$ cat src/rtl/modular_inverse_euclid_core_defines.svh
// ---------------------------------------------------------------------------
// Assertion macros for the modular inverse core
// Shared property forms, clocked on clk and disabled while rst_n is low.
// ---------------------------------------------------------------------------
`ifndef MODULAR_INVERSE_EUCLID_CORE_DEFINES_SVH
`define MODULAR_INVERSE_EUCLID_CORE_DEFINES_SVH

// same-cycle implication
`define MIE_ASSERT_IMPLIES(label, ante, cons, msg) \
    label: assert property (@(posedge clk) disable iff (!rst_n) (ante) |-> (cons)) \
        else $error(msg);

// next-cycle implication
`define MIE_ASSERT_NEXT(label, ante, cons, msg) \
    label: assert property (@(posedge clk) disable iff (!rst_n) (ante) |=> (cons)) \
        else $error(msg);

`endif

$ cat src/rtl/mie_pkg.sv
// ---------------------------------------------------------------------------
// mie_pkg
// Types and constants shared by the modular inverse core and its ALU.
// ---------------------------------------------------------------------------
`default_nettype none

package mie_pkg;

    localparam int VALUE_BITS_DEF = 31;
    localparam logic [63:0] MODULUS_RESET = 64'd1073643521;

    typedef enum logic [4:0] {
        ST_IDLE   = 5'b00001,
        ST_CHECK  = 5'b00010,
        ST_ALIGN  = 5'b00100,
        ST_REDUCE = 5'b01000,
        ST_FINISH = 5'b10000
    } state_t;

    typedef enum logic {
        ALU_ALIGN  = 1'b0,
        ALU_REDUCE = 1'b1
    } alu_op_t;

    typedef struct packed {
        alu_op_t op;
    } alu_ctrl_t;

    typedef struct packed {
        logic fits;
        logic div_zero;
    } alu_status_t;

endpackage

`default_nettype wire

$ cat src/rtl/mie_alu.sv
// ---------------------------------------------------------------------------
// mie_alu
// Shared compare/subtract unit: remainder against divisor, coefficient update.
// ---------------------------------------------------------------------------
`default_nettype none

module mie_alu #(
    parameter int VALUE_BITS = mie_pkg::VALUE_BITS_DEF
) (
    input  mie_pkg::alu_ctrl_t      ctrl,
    input  logic [VALUE_BITS-1:0]   rem,
    input  logic [VALUE_BITS-1:0]   div,
    input  logic [VALUE_BITS+1:0]   coef,
    input  logic [VALUE_BITS+1:0]   shcoef,
    output logic [VALUE_BITS-1:0]   diff,
    output logic [VALUE_BITS+1:0]   coef_diff,
    output mie_pkg::alu_status_t    status
);
    import mie_pkg::*;

    logic [VALUE_BITS+1:0] a_ext;
    logic [VALUE_BITS+1:0] b_ext;
    logic [VALUE_BITS+1:0] sub_w;

    // align compares twice the divisor, reduce the divisor itself
    assign a_ext = {2'b00, rem};
    assign b_ext = (ctrl.op == ALU_ALIGN) ? {1'b0, div, 1'b0} : {2'b00, div};
    assign sub_w = a_ext - b_ext;

    assign diff            = sub_w[VALUE_BITS-1:0];
    assign coef_diff       = coef - shcoef;
    assign status.fits     = !sub_w[VALUE_BITS+1];
    assign status.div_zero = (div == '0);

endmodule

`default_nettype wire

$ cat src/rtl/modular_inverse_euclid_core.sv
// ---------------------------------------------------------------------------
// modular_inverse_euclid_core
// Modular inverse by the extended Euclidean algorithm, shift-subtract steps.
// ---------------------------------------------------------------------------
//  channel | signals                          | dir | beat
//  in      | in_valid, in_stall, operand      | in  | valid && !stall
//  out     | out_valid, out_stall, inverse    | out | valid && !stall
//  cfg     | cfg_wr_en, cfg_wr_data (modulus) | in  | cfg_wr_en
//
//  Each Euclid step runs k alignment shifts, k being log2 of its quotient,
//  then one compare/subtract per quotient bit, then one check. All steps
//  use the shared compare/subtract unit in mie_alu; a new operand is taken
//  only in idle, once the previous item has left the finish state.
//  Reset: modulus returns to 1073643521, no item in flight, output empty.
//  A stalled result sits in the output register; the next operand may enter.
// ---------------------------------------------------------------------------
`default_nettype none
`include "modular_inverse_euclid_core_defines.svh"

module modular_inverse_euclid_core #(
    parameter int VALUE_BITS = mie_pkg::VALUE_BITS_DEF
) (
    input  logic                  clk,
    input  logic                  rst_n,
    input  logic                  cfg_wr_en,
    input  logic [VALUE_BITS-1:0] cfg_wr_data,
    input  logic                  in_valid,
    output logic                  in_stall,
    input  logic [VALUE_BITS-1:0] operand,
    output logic                  out_valid,
    input  logic                  out_stall,
    output logic [VALUE_BITS-1:0] inverse
);
    import mie_pkg::*;

    localparam int CW = VALUE_BITS + 2;
    localparam int KW = $clog2(VALUE_BITS);
    localparam logic [VALUE_BITS-1:0] MOD_INIT = MODULUS_RESET[VALUE_BITS-1:0];

    state_t                state_reg, state_next;
    logic [VALUE_BITS-1:0] modulus_reg;
    logic [VALUE_BITS-1:0] r_reg, r_next;
    logic [VALUE_BITS-1:0] nr_reg, nr_next;
    logic [VALUE_BITS-1:0] d_reg, d_next;
    logic [CW-1:0]         t_reg, t_next;
    logic [CW-1:0]         nt_reg, nt_next;
    logic [CW-1:0]         c_reg, c_next;
    logic [KW-1:0]         k_reg, k_next;
    logic                  out_valid_reg, out_valid_next;
    logic [VALUE_BITS-1:0] inverse_reg, inverse_next;

    alu_ctrl_t             alu_ctrl;
    alu_status_t           alu_status;
    logic [VALUE_BITS-1:0] alu_div;
    logic [VALUE_BITS-1:0] alu_diff;
    logic [CW-1:0]         alu_coef_diff;

    logic                  in_accept;
    logic                  out_load;
    logic [VALUE_BITS-1:0] rem_sel;
    logic [CW-1:0]         coef_sel;
    logic [VALUE_BITS-1:0] final_val;

    assign in_stall  = (state_reg != ST_IDLE);
    assign in_accept = in_valid && !in_stall;
    assign out_valid = out_valid_reg;
    assign inverse   = inverse_reg;
    assign out_load  = (state_reg == ST_FINISH) && (!out_valid_reg || !out_stall);

    assign alu_ctrl.op = (state_reg == ST_ALIGN) ? ALU_ALIGN : ALU_REDUCE;
    assign alu_div     = (state_reg == ST_CHECK) ? nr_reg : d_reg;

    mie_alu #(
        .VALUE_BITS (VALUE_BITS)
    ) u_alu (
        .ctrl      (alu_ctrl),
        .rem       (r_reg),
        .div       (alu_div),
        .coef      (t_reg),
        .shcoef    (c_reg),
        .diff      (alu_diff),
        .coef_diff (alu_coef_diff),
        .status    (alu_status)
    );

    assign rem_sel  = alu_status.fits ? alu_diff : r_reg;
    assign coef_sel = alu_status.fits ? alu_coef_diff : t_reg;

    // negative coefficient is brought up by one modulus
    assign final_val = t_reg[VALUE_BITS-1:0] + (t_reg[CW-1] ? modulus_reg : '0);

    always_comb
    begin
        state_next   = state_reg;
        r_next       = r_reg;
        nr_next      = nr_reg;
        d_next       = d_reg;
        t_next       = t_reg;
        nt_next      = nt_reg;
        c_next       = c_reg;
        k_next       = k_reg;
        inverse_next = inverse_reg;
        case (state_reg)
            ST_IDLE:
            begin
                if (in_accept)
                begin
                    r_next     = modulus_reg;
                    nr_next    = operand;
                    t_next     = '0;
                    nt_next    = CW'(1);
                    state_next = ST_CHECK;
                end
            end
            ST_CHECK:
            begin
                if (alu_status.div_zero)
                begin
                    state_next = ST_FINISH;
                end
                else
                begin
                    d_next     = nr_reg;
                    c_next     = nt_reg;
                    k_next     = '0;
                    state_next = ST_ALIGN;
                end
            end
            ST_ALIGN:
            begin
                if (alu_status.fits)
                begin
                    d_next = {d_reg[VALUE_BITS-2:0], 1'b0};
                    c_next = {c_reg[CW-2:0], 1'b0};
                    k_next = k_reg + KW'(1);
                end
                else
                begin
                    state_next = ST_REDUCE;
                end
            end
            ST_REDUCE:
            begin
                if (k_reg == '0)
                begin
                    // last quotient bit: rotate the Euclid pairs
                    r_next     = nr_reg;
                    nr_next    = rem_sel;
                    t_next     = nt_reg;
                    nt_next    = coef_sel;
                    state_next = ST_CHECK;
                end
                else
                begin
                    r_next = rem_sel;
                    t_next = coef_sel;
                    d_next = {1'b0, d_reg[VALUE_BITS-1:1]};
                    c_next = {c_reg[CW-1], c_reg[CW-1:1]};
                    k_next = k_reg - KW'(1);
                end
            end
            ST_FINISH:
            begin
                if (out_load)
                begin
                    inverse_next = final_val;
                    state_next   = ST_IDLE;
                end
            end
            default:
            begin
                state_next = ST_IDLE;
            end
        endcase
    end

    always_comb
    begin
        out_valid_next = out_valid_reg;
        if (out_load)
        begin
            out_valid_next = 1'b1;
        end
        else if (out_valid_reg && !out_stall)
        begin
            out_valid_next = 1'b0;
        end
    end

    always_ff @(posedge clk or negedge rst_n)
    begin
        if (!rst_n)
        begin
            state_reg     <= ST_IDLE;
            out_valid_reg <= 1'b0;
            modulus_reg   <= MOD_INIT;
        end
        else
        begin
            state_reg     <= state_next;
            out_valid_reg <= out_valid_next;
            if (cfg_wr_en)
            begin
                modulus_reg <= cfg_wr_data;
            end
        end
    end

    always_ff @(posedge clk)
    begin
        r_reg       <= r_next;
        nr_reg      <= nr_next;
        d_reg       <= d_next;
        t_reg       <= t_next;
        nt_reg      <= nt_next;
        c_reg       <= c_next;
        k_reg       <= k_next;
        inverse_reg <= inverse_next;
    end

    `MIE_ASSERT_NEXT(a_accept_to_check, in_accept, state_reg == ST_CHECK,
        "accepted operand did not start a Euclid step")
    `MIE_ASSERT_IMPLIES(a_divisor_nonzero, state_reg == ST_ALIGN || state_reg == ST_REDUCE,
        d_reg != '0, "shift-subtract running with a zero divisor")
    `MIE_ASSERT_IMPLIES(a_result_from_finish, $rose(out_valid_reg),
        $past(state_reg == ST_FINISH), "result beat raised outside the finish state")

endmodule

`default_nettype wire

$ cat config.mk
export PLATFORM = sky130hd
export DESIGN_NAME = modular_inverse_euclid_core
export DESIGN_NICKNAME = d
export VERILOG_FILES = /design/src/rtl/mie_pkg.sv /design/src/rtl/mie_alu.sv /design/src/rtl/modular_inverse_euclid_core.sv
export VERILOG_INCLUDE_DIRS = /design/src /design/src/rtl
export SDC_FILE = /design/constraint.sdc
export NUM_CORES = 1
export LEC_CHECK = 0
export BUFFER_PORTS_ARGS = -buffer_cell sky130_fd_sc_hd__buf_2
export CAP_MARGIN = 40
export CELL_PAD_IN_SITES_DETAIL_PLACEMENT = 1
export CELL_PAD_IN_SITES_GLOBAL_PLACEMENT = 2
export CORE_ASPECT_RATIO = 0.8
export CORE_MARGIN = 2
export CORE_UTILIZATION = 41
export CTS_BUF_LIST = sky130_fd_sc_hd__clkbuf_8
export CTS_CLUSTER_DIAMETER = 120
export CTS_CLUSTER_SIZE = 24
export DETAILED_ROUTE_END_ITERATION = 8
export HOLD_SLACK_MARGIN = 0.02
export MAX_ROUTING_LAYER = met4
export PLACE_DENSITY_LB_ADDON = 0.1
export SETUP_SLACK_MARGIN = 0.05
export SLEW_MARGIN = 25
export SYNTH_ARGS = -nofsm -noshare
export SYNTH_HDL_FRONTEND = slang
export SYNTH_SLANG_ARGS = --single-unit
$ cat constraint.sdc
create_clock -name clk -period 10.5 [get_ports clk]
set_clock_uncertainty 0.15 [all_clocks]
set_input_delay 0.525 -clock clk [delete_from_list [all_inputs] [get_ports clk]]
set_output_delay 0.525 -clock clk [all_outputs]
set_load 0.01 [all_outputs]
### Word-level counts from Yosys, hierarchy flattened

Cells that the tools add are included.
Widths: inputs -> output; s select.

* reductions and logical operators: 19
* mux-type cells: 37
* bitwise gates (word level): 1
* eq/ne operators: 13
* add/sub/neg operators: 5

Operator list (count)
* $mux 31: 10
* $mux 33: 7
* $pmux 33 s2: 2
* $pmux 31 s2: 2
* $pmux 33 s3: 1
* $pmux 31 s3: 1
* $mux 32: 2
* $mux 5: 8
* $sub 31x33->33: 1
* $sub 33x33->33: 1
* $add 31x31->31: 1
* $logic_not 31->1: 1
* $pmux 5 s5: 1
* $pmux 5 s3: 1
* $ne 2x2->1 const B: 6
* $reduce_and 4->1: 3
* $reduce_bool 2->1: 3
* $add 5x1->5 const B: 1
* $eq 5x1->1 const B: 1
* $eq 5x2->1 const B: 1
* $eq 5x3->1 const B: 1
* $eq 5x4->1 const B: 1
* $eq 5x5->1 const B: 1
* $logic_not 5->1: 1
* 11 further kinds: 17

* register bits after elaboration: 265
* output and inout bits: 33
* logic and storage cells: 87
* input bits: 67

### Depth between registers and ports, before layout

* depth after elaboration: 7
* gate-level depth with buffers: 21
* gate-level depth less buffers: 17

### By module

From an unflattened synthesis, not the netlist that was laid out.

* cells, all modules: 1859
* area total of the unflattened synthesis: 17991.0 sq um

Modules (own cells, without submodules)
* modular_inverse_euclid_core: cells an instance 1266, area each 13944.6 sq um, times used 1
* mie_alu: cells an instance 593, area each 4046.4 sq um, times used 1

### Worst setup path after synthesis

OpenSTA, ideal clock, no wires.

* path type: reg2reg
* from: register state_reg[3]
* to: register nr_reg[0] (enable)
* required time: 9922 ps
* slack: 2568 ps
* setup time: 428 ps
* arrival: 7353 ps
* cell stages (with the launch flop): 5
* path buffers: 0
* period minus slack after synthesis: 7932 ps
* cell sequence: dfrtp_1 > nor3_1 > nand3b_1 > o21ai_0 > and2_1

* longest elaborated chain between the ends: 5
* elaborated cells on any way between the ends: 9
* those cells by class: eq/ne (5); reduce/logical (4)

RTL lines
* from (decl): RTL line modular_inverse_euclid_core.sv:40 `state_t state_reg, state_next;`
* from (signal assigned): RTL line modular_inverse_euclid_core.sv:200 `state_reg <= state_next;`
* $ne 5x1->1: RTL line modular_inverse_euclid_core.sv:64 `assign in_stall = (state_reg != ST_IDLE);`
* named net in_stall: RTL line modular_inverse_euclid_core.sv:28 `output logic in_stall,`
* $logic_not 1->1: RTL line modular_inverse_euclid_core.sv:65 `assign in_accept = in_valid && !in_stall;`
* $logic_and 1x1->1: RTL line modular_inverse_euclid_core.sv:65
* $ne 2x2->1 (no source line)
* $reduce_and 3->1 (no source line)
* to (signal assigned): RTL line modular_inverse_euclid_core.sv:212 `nr_reg <= nr_next;`
* to (decl): RTL line modular_inverse_euclid_core.sv:43 `logic [VALUE_BITS-1:0] nr_reg, nr_next;`

The timed path passes the listed nets, and every way through them passes these cells.
A chain may end at the register's enable or synchronous reset.

### Worst setup path in the final report

* from: register state_reg[0]
* to: register c_reg[23] (enable)

* longest elaborated chain between the ends: 6
* elaborated cells on any way between the ends: 12
* those cells by class: add/sub (1); eq/ne (6); mux (2); reduce/logical (3)

RTL lines
* $eq 5x2->1: RTL line modular_inverse_euclid_core.sv:71, modular_inverse_euclid_core.sv:103
* $mux 31: RTL line modular_inverse_euclid_core.sv:71 `assign alu_div = (state_reg == ST_CHECK) ? nr_reg : d_reg;`
* $mux 32: RTL line mie_alu.sv:27 `assign b_ext = (ctrl.op == ALU_ALIGN) ? {1'b0, div, 1'b0} : {2'b00, div};`
* $sub 31x33->33: RTL line mie_alu.sv:28 `assign sub_w = a_ext - b_ext;`
* $ne 2x2->1 (no source line)
* $reduce_and 4->1 (no source line) (*)
* to (signal assigned): RTL line modular_inverse_euclid_core.sv:216 `c_reg <= c_next;`
* to (decl): RTL line modular_inverse_euclid_core.sv:47 `logic [CW-1:0] c_reg, c_next;`

Mark *: on every way between the ends. The rest lies on a longest branch, timed or not.

==> impl_metrics.xml <==
<?xml version="1.0" encoding="UTF-8"?>
<metrics>
  <group name="route">
    <metric name="wire_per_inst" unit="um">22.5</metric>
    <metric name="detail_route.drc_violations" unit="">0</metric>
    <metric name="route.antenna.remaining_nets" unit="">0</metric>
    <metric name="dr_total_vias" unit="">14000</metric>
    <metric name="dr.first_iter.drc_count" unit="">915</metric>
    <metric name="detailed_route_wl" unit="um">53800</metric>
    <metric name="detail_route.vias_per_cell" unit="">5.85</metric>
    <metric name="drt_first_pass_iters" unit="">5</metric>
  </group>
  <group name="setup_path">
    <metric name="timing.critical_path.arrival" unit="ps">6410</metric>
    <metric name="crit_path_start_kind" unit="">register</metric>
    <metric name="critPathRequiredTime" unit="ps">10590</metric>
    <metric name="worstPathMaxFanout" unit="">37</metric>
    <metric name="cp-end-kind" unit="">register</metric>
    <metric name="timing.setup.critical_path_class" unit="">reg2reg</metric>
    <metric name="cell_depth_of_the_worst_flop_to_flop_path" unit="">18</metric>
  </group>
  <group name="min_path">
    <metric name="worst_hold_path_type" unit="">in2reg</metric>
    <metric name="worstHoldPathCells" unit="">3</metric>
  </group>
  <group name="synthesis">
    <metric name="synth_ff_type" unit="">sky130_fd_sc_hd__edfxtp_1</metric>
    <metric name="syn-cell-area" unit="um2">17100</metric>
    <metric name="synth_sequential_area_ratio" unit="">0.456</metric>
    <metric name="syn_area_per_cell" unit="um2">9.83</metric>
    <metric name="synth_cell_type_count" unit="">80</metric>
    <metric name="synth_enable_flop_cells" unit="">228</metric>
    <metric name="synth-warning-count" unit="">0</metric>
    <metric name="synthCells" unit="">1740</metric>
    <metric name="ys_ff_latch" unit="">265</metric>
    <metric name="ys_async_sr_fraction" unit="">0.140</metric>
    <metric name="synth_nets" unit="">1907</metric>
  </group>
  <group name="cts">
    <metric name="postCtsResizedCells" unit="">0</metric>
    <metric name="clkLatencyLatePin" unit="ps">590</metric>
    <metric name="clock_sinks" unit="">265</metric>
    <metric name="clockBufferDepth" unit="">3</metric>
    <metric name="root_buffer" unit="">sky130_fd_sc_hd__clkbuf_8</metric>
    <metric name="tritoncts_buffer_count" unit="">15</metric>
    <metric name="number_of_levels_the_h_tree_was_split_into" unit="">1</metric>
    <metric name="tritoncts" unit="">built</metric>
    <metric name="cts.clk_slew.worst_paths" unit="ps">170</metric>
  </group>
  <group name="floorplanning">
    <metric name="io-pin-count" unit="">100</metric>
    <metric name="width_of_the_die" unit="um">232</metric>
    <metric name="starting_utilization_of_the_core_area" unit="">0.418</metric>
    <metric name="die-height" unit="um">187</metric>
    <metric name="core-area" unit="um2">40900</metric>
    <metric name="dieArea" unit="um2">43400</metric>
    <metric name="placementRows" unit="">66</metric>
  </group>
  <group name="global_route">
    <metric name="grt_pass1_wl" unit="um">83300</metric>
    <metric name="globalRouteOverflowTotal" unit="">0</metric>
    <metric name="first_global_vias" unit="">14100</metric>
    <metric name="grt_antenna_before_repair" unit="">0</metric>
    <metric name="largest_net_degree_at_the_start_of_global_routing" unit="">81</metric>
    <metric name="gr-usage-all-layers" unit="">0.252</metric>
  </group>
  <group name="timing">
    <metric name="setup_repair_after_global_routing_missed_its_margin" unit="">false</metric>
    <metric name="post-route-min-period" unit="ps">6330</metric>
    <metric name="finalCritPeriodShare" unit="">0.602</metric>
    <metric name="max_slew.worst_pin.slew" unit="ps">807</metric>
    <metric name="slew_viols_final" unit="">0</metric>
    <metric name="final.setup.tns" unit="ps">0</metric>
    <metric name="setup-violations-final" unit="">0</metric>
    <metric name="timing.slew.headroom" unit="">0.455</metric>
    <metric name="fmax" unit="MHz">158</metric>
    <metric name="final_hold_violation_count" unit="">0</metric>
  </group>
  <group name="final_layout">
    <metric name="syn2layout_area_growth" unit="%">10.9</metric>
    <metric name="most-common-layout-cells" unit="">sky130_fd_sc_hd__nand2_1 (237), sky130_fd_sc_hd__edfxtp_1 (228), sky130_fd_sc_hd__nor2_1 (141)</metric>
    <metric name="finish.net_count" unit="">2006</metric>
    <metric name="layout_commonest_cell" unit="">sky130_fd_sc_hd__nand2_1</metric>
    <metric name="final_core_util" unit="">0.464</metric>
    <metric name="share_of_cells_above_drive_strength_1" unit="">0.120</metric>
    <metric name="diodes" unit="">0</metric>
    <metric name="fillerInstances" unit="">4605</metric>
  </group>
  <group name="pwr">
    <metric name="pwr-share-clk" unit="">0.096</metric>
    <metric name="reg_power_frac" unit="">0.327</metric>
    <metric name="power-per-cell-area" unit="nW/um2">278</metric>
    <metric name="ir_drop" unit="uV">127</metric>
    <metric name="internal_power" unit="mW">2.81</metric>
    <metric name="sw_frac_of_total" unit="">0.467</metric>
    <metric name="pwr-share-comb" unit="">0.577</metric>
    <metric name="net-switching-power" unit="mW">2.46</metric>
    <metric name="power.leakage" unit="nW">7.92</metric>
  </group>
  <group name="placement">
    <metric name="finalWeightedCongestion" unit="">0.885</metric>
    <metric name="hpwl" unit="um">38300</metric>
    <metric name="portBuffers" unit="">99</metric>
  </group>
  <group name="flow_run">
    <metric name="timing.max_cap.violations" unit="">0</metric>
  </group>
  <group name="run_status">
    <metric name="status" unit="">finished clean</metric>
  </group>
</metrics>
[power groups by stage]
stage,sequential (mW),clock [mW],combinational [mW]
2_1_floorplan,1.68,0,2.22
3_3_place_gp,1.75,0,2.91
3_5_place_dp,1.75,0,3.00
4_1_cts,1.72,0.525,3.03
5_1_grt,1.75,0.554,3.38
6_report,1.73,0.505,3.04
[logic make-up (layout without fill, tap and decap cells)]
family,count (synthesis),after routing,share of synthesized area
multiplexers,94,94,0.0575
AND/OR/NAND/NOR,515,515,0.133
buffers and inverters,145,252,0.0328
adder cells (fa/ha/maj),100,100,0.0749
flip-flops,265,265,0.456
XOR/XNOR,81,81,0.0415
AO/OA/AOI/OAI,540,540,0.205
[cell usage after synthesis (all sizes together) (6+ instances only)]
cell type    n  area share
nand2      238       0.052
edfxtp     228        0.40
o21ai      160       0.047
nor2       142       0.031
a21oi      138       0.041
ha          96       0.070
clkbuf      65       0.014
inv         63       0.014
mux2i       60       0.035
xnor2       50       0.026
a21o        47       0.021
a22oi       36       0.016
and2        36       0.013
mux2        34       0.022
xor2        31       0.016
o221ai      30       0.015
a211oi      26       0.012
dfrtp       21       0.031
buf         17      0.0047
o21a        17      0.0075
dfstp       16       0.025
nor3        14      0.0041
a31oi       13      0.0060
nand2b      13      0.0048
nand3       13      0.0038
nand4       12      0.0044
nor2b        9      0.0033
nor4         9      0.0037
o21bai       9      0.0039
o31a         9      0.0046
and3         8      0.0029
o211ai       8      0.0049
or3          7      0.0029
a311oi       6      0.0031
[timing repair]
action	in CTS	in global routing
hold buffers	39	0
hold endpoints to repair	59	0
setup buffers	0	0
[stage by stage]
step           cell area [um2]  total power [mW]  setup slack (ps)  instances  hold WS (ps)
3_5_place_dp             18300              4.75              3900       2324           377
5_1_grt                  19000              5.68              3780       2391          38.3
4_1_cts                  18900              5.28              3860       2388          20.2
2_1_floorplan            17100              3.91              2570       1740          79.4
6_report                 19000              5.27              4170       2391          51.2
3_3_place_gp             18100              4.66              4110       2319           369
[layout make-up]
class	count	area [um2]	area share
Tap cell	544	681	0.0359
Multi-Input combinational cell	1330	8810	0.464
Timing Repair Buffer	164	1180	0.0624
Inverter	63	236	0.0125
Clock inverter	10	63.8	0.00336
Sequential cell	265	7790	0.411
Clock buffer	15	206	0.0109
[layer usage]
layer  share of wire  up-vias  track usage
li1                -     6604            -
met5               0        -            -
met2            0.44      271        0.378
met1            0.49     7037        0.360
met3           0.034       64       0.0266
met4           0.032        0       0.0742
[path summary, 6_finish.rpt]
kind,startpoint,end,slack [ps]
worst min-delay path,operand[16],nr_reg[16],50
worst max register to register,state_reg[0],c_reg[23],4170
max in group asynchronous,rst_n,modulus_reg[20],9360
min in group asynchronous,rst_n,modulus_reg[5],390
worst max-delay path,state_reg[0],c_reg[23],4170
worst min register to register,modulus_reg[10],modulus_reg[10],420
[critical path, stage by stage (launching register included)]
cell	delay, ps
sky130_fd_sc_hd__dfstp_2	590
sky130_fd_sc_hd__nand3b_1	130
sky130_fd_sc_hd__buf_4	510
sky130_fd_sc_hd__mux2i_1	350
sky130_fd_sc_hd__nor2_1	70
sky130_fd_sc_hd__ha_1	210
sky130_fd_sc_hd__inv_1	80
sky130_fd_sc_hd__fa_1	230
sky130_fd_sc_hd__a211oi_1	120
sky130_fd_sc_hd__o211a_1	280
sky130_fd_sc_hd__o31ai_2	420
sky130_fd_sc_hd__o211ai_2	210
sky130_fd_sc_hd__a31oi_2	340
sky130_fd_sc_hd__a41o_2	230
sky130_fd_sc_hd__buf_4	580
sky130_fd_sc_hd__nand2_1	180
sky130_fd_sc_hd__a21oi_1	240
sky130_fd_sc_hd__or2_2	430
sky130_fd_sc_hd__buf_4	560
(Power assumes the default switching activity.)
